==> config.mk <==
export PLATFORM = sky130hd
export DESIGN_NAME = gha_ram
export DESIGN_NICKNAME = d
export VERILOG_FILES = /design/src/rtl/core/gha_ram.sv
export SDC_FILE = /design/constraint.sdc
export NUM_CORES = 2
export LEC_CHECK = 0
export BUFFER_PORTS_ARGS = -buffer_cell sky130_fd_sc_hd__buf_4
export CAP_MARGIN = 20
export CORE_ASPECT_RATIO = 0.75
export CORE_UTILIZATION = 45
export DETAILED_ROUTE_END_ITERATION = 12
export PLACE_DENSITY = 0.63
export SYNTH_ARGS = -nofsm -noshare
export SYNTH_HDL_FRONTEND = slang
export SYNTH_SLANG_ARGS = --single-unit
==> constraint.sdc <==
create_clock -name clk -period 3.84 [get_ports clk]
set_input_delay 0.384 -clock clk [delete_from_list [all_inputs] [get_ports clk]]
set_output_delay 0.384 -clock clk [all_outputs]
set_load 0.005 [all_outputs]
==> src/rtl/core/gha_ram.sv <==
// Generic single-port-write, single-read RAM with registered read data.
module gha_ram #(
  parameter int WIDTH = 8,
  parameter int DEPTH = 256
) (
  input  logic                     clk,
  input  logic                     we,
  input  logic [$clog2(DEPTH)-1:0] waddr,
  input  logic [WIDTH-1:0]         wdata,
  input  logic [$clog2(DEPTH)-1:0] raddr,
  output logic [WIDTH-1:0]         rdata
);
  logic [WIDTH-1:0] mem [DEPTH];

  always_ff @(posedge clk) begin
    if (we) mem[waddr] <= wdata;
    rdata <= mem[raddr];
  end
endmodule

==> impl_results.md <==
* Total cell area at the placement stage at 84200 um^2
* Worst-path clk slew at 70 ps
* ANT nets after route at 0
* Starting DRT DRC Count at 5250
* Worst slack after detailed placement at 171 ps
* Aggregate global routing overflow at 0
* Initial core utilization at 45.4%
* Critical Path Source Type: flip-flop
* Most area-hungry cell type in the Yosys netlist: sky130_fd_sc_hd__edfxtp_1
* Commonest cells in the synthesized netlist: sky130_fd_sc_hd__edfxtp_1, sky130_fd_sc_hd__mux4_2, sky130_fd_sc_hd__nor2_1
* Synthesis-to-finish area growth at 13.4%
* Signal arrival time at the worst endpoint at 3590 ps
* Worst path slowest cell: sky130_fd_sc_hd__nor4_1
* Hold/Removal Path Class: in2reg
* Vias in the first global route at 38900
* PwrDens at 505 nW/um^2
* Number of antenna violations at the first check in global routing at 10
* RSZ-0062 raised after global routing: false
* Number of flops mapped to enable cells by yosys at 2048
* Vertical die dimension at 366 um
* Share of the synthesized area in the top cell type at 77.3%
* Worst Clk Skew at 59.5 ps
* Final Hold Fails at 0
* Final std cell area, no fill at 90200 um^2
* Prevailing post-synth register cell: sky130_fd_sc_hd__edfxtp_1
* Row cnt at 133
* Synth warnings at 0
* Clk Latency, worst-skew pair at 840 ps
* Detail-routed net length per standard cell at 31.2 um
* Vias at 39700
* Number of buffers on the longest clock path at 3
* Area of combinational cells with multiple inputs at 16500 um^2
* Top cells by area in the synthesized netlist: sky130_fd_sc_hd__edfxtp_1, sky130_fd_sc_hd__mux4_2, sky130_fd_sc_hd__mux2i_1
* Post-synthesis instance total at 3733
* Number of search-and-repair iterations in the first detailed-routing pass at 5
* Delay of the slowest cell on the worst path at 780 ps
* Leak at 28.1 nW
* Final worst path period need at 2910 ps
* Width of the die at 488 um
* Register area share after synthesis at 77.5%
* Average footprint of a synthesized cell at 21.3 um^2
* Worst vdd rail ir drop at 0.447 mV
* Highest fanout seen on the critical path at 1
* Max transition margin at 24.9%
* Post-detailed-route via-to-cell ratio at 6.06
* Register area at 61700 um^2
* Number of standard cells in the final layout excluding fillers at 6557
* Setup repair bufs after CTS at 0
* Post-detail-place hpwl at 131 mm
* Post-Synthesis Cell Area at 79600 um^2
* Number of storage elements in the synthesis netlist at 2056
* CTS tree: built
* Final WS setup at 935 ps
* Share of final-layout standard cells stronger than drive strength 1 at 25.8%
* CTS Hold Buffers Added at 1
* Sink Count at 2056
* Global-route total usage across every layer at 23.0%
* Syn nets at 3759
* Crit end category: flip-flop
* H-tree levels at 4
* Required time of the critical path at 4530 ps
* Number of cells in the design after placement at 6202
* Async S/R FF share, synth at 0%
* Transition at the pin with the smallest max-transition slack at 1120 ps
* Number of CTS-inserted buffers at 189
* Die area at 178000 um^2
* NumNets Final at 4058
* Fraction of the cycle the final worst path needs at 75.7%
* Largest net degree at the start of global routing at 121
* IO buf count at 33
* IO Count at 34
* Number of max-cap violations at 0
* Layout fillers at 13800
* Final TNS setup at 0 ps
* Wire length of the first global-routing pass at 292 mm
* Max Slew Vio Count at 0
* Placer Congestion at 0.876
* Highest attainable clock frequency at 0.344 GHz
* Routed wire length at 205 mm
* Path type of the worst setup path: reg2reg
* Core ar. at 175000 um^2
* Number of unique standard cell types used by synthesis at 55
* Number of gates resized after cts at 0
* Top-count cell post-synth: sky130_fd_sc_hd__edfxtp_1
* Cell-by-cell trace of the critical path: mux4_2, nor2b_1, a211oi_1, nor3_1, nor4_1, nor4_2
* Residual DRC at 0
* Setup Viol. Count Final at 0
* Clock tree root buffer cell: sky130_fd_sc_hd__clkbuf_16
* Run status: finished clean
-- worst max-delay path: cells and delay by family, from the launching register on --
kind	cells	cell delay (ps)
muxes	1	450
AOI/OAI and AO/OA	1	710
and+or+nand+nor	4	1200
DFF	1	380
-- cell type report --
class	instances	share of cell area, %
well taps	2362	3.28
flip-flops and latches	2056	68.4
inverters	2	0.00832
repair buffers	341	3.39
clock inverters	125	1.24
diodes	3	0.00832
clock buffers	226	5.42
multi-input cells	1442	18.3
-- flip-flops by register name, indices dropped and copies added, names as in the netlist --
name   flops
mem     2048
rdata      8
-- worst paths after layout --
check | startpoint | to | slack [ps] | cells past startpoint
worst max-delay path | mem[100][0] | rdata[0] | 930 | 6
worst min-delay path | wdata[1] | mem[114][1] | 30 | 1
worst min register to register | mem[33][5] | rdata[5] | 1060 | 7
worst max register to register | mem[100][0] | rdata[0] | 930 | 6
-- routing by layer --
layer / vias up / part of all wire, % / GRT usage [%]
met5: - / 0.017 / 0
met4: 4 / 2.6 / 6.68
met3: 286 / 10 / 5.18
met2: 2036 / 44 / 32.7
met1: 21100 / 43 / 35.4
li1: 16300 / - / -
-- kinds of logic (layout without fill, tap and decap cells) --
family / after synthesis / in the layout / share of synthesized area [%]
AO/OA/AOI/OAI: 385 / 385 / 3.42
AND/OR/NAND/NOR: 466 / 466 / 2.63
multiplexers: 591 / 591 / 14.6
buffers and inverters: 235 / 694 / 1.83
flip-flops: 2056 / 2056 / 77.5
other: 0 / 3 / 0
-- report_power, final --
| part | switching [mW] | leakage, nW | total [mW] | internal, mW |
|---|---|---|---|---|
| Clock | 8.39 | 2.94 | 18.4 | 10.0 |
| Combinational | 1.53 | 6.68 | 2.37 | 0.837 |
| Sequential | 0.0574 | 18.5 | 24.8 | 24.7 |
-- layout by cell type (no fill, tap or decap), types with 9 or more instances in the layout --
cell type                   instances
sky130_fd_sc_hd__nor2_1           279
sky130_fd_sc_hd__nand4_1           10
sky130_fd_sc_hd__o211ai_1          10
sky130_fd_sc_hd__a22oi_1          133
sky130_fd_sc_hd__o22ai_1           28
sky130_fd_sc_hd__buf_4            296
sky130_fd_sc_hd__nor4_1            24
sky130_fd_sc_hd__clkinv_1          50
sky130_fd_sc_hd__nor3_1            22
sky130_fd_sc_hd__clkinv_2          39
sky130_fd_sc_hd__edfxtp_1        2048
sky130_fd_sc_hd__inv_6              9
sky130_fd_sc_hd__nand3_1           32
sky130_fd_sc_hd__mux4_2           454
sky130_fd_sc_hd__bufinv_16         13
sky130_fd_sc_hd__buf_12            34
sky130_fd_sc_hd__nor2b_1           28
sky130_fd_sc_hd__clkbuf_16        190
sky130_fd_sc_hd__clkbuf_1          36
sky130_fd_sc_hd__nand2_1           33
sky130_fd_sc_hd__a221oi_1          13
sky130_fd_sc_hd__a211oi_1          16
sky130_fd_sc_hd__mux2i_1          134
sky130_fd_sc_hd__o221ai_1          46
sky130_fd_sc_hd__o21ai_0           10
sky130_fd_sc_hd__a21oi_1           96
-- through the flow --
step	power (mW)	util (%)	hold WS, ps
after floorplan	26.4	-	483
after global placement	27.6	48.0	871
after detailed placement	27.6	48.0	886
after CTS	45.8	51.4	51.0
after global routing	46.8	51.4	60.9
final	45.6	51.4	27.7
Power figures use the tool's default switching activity.
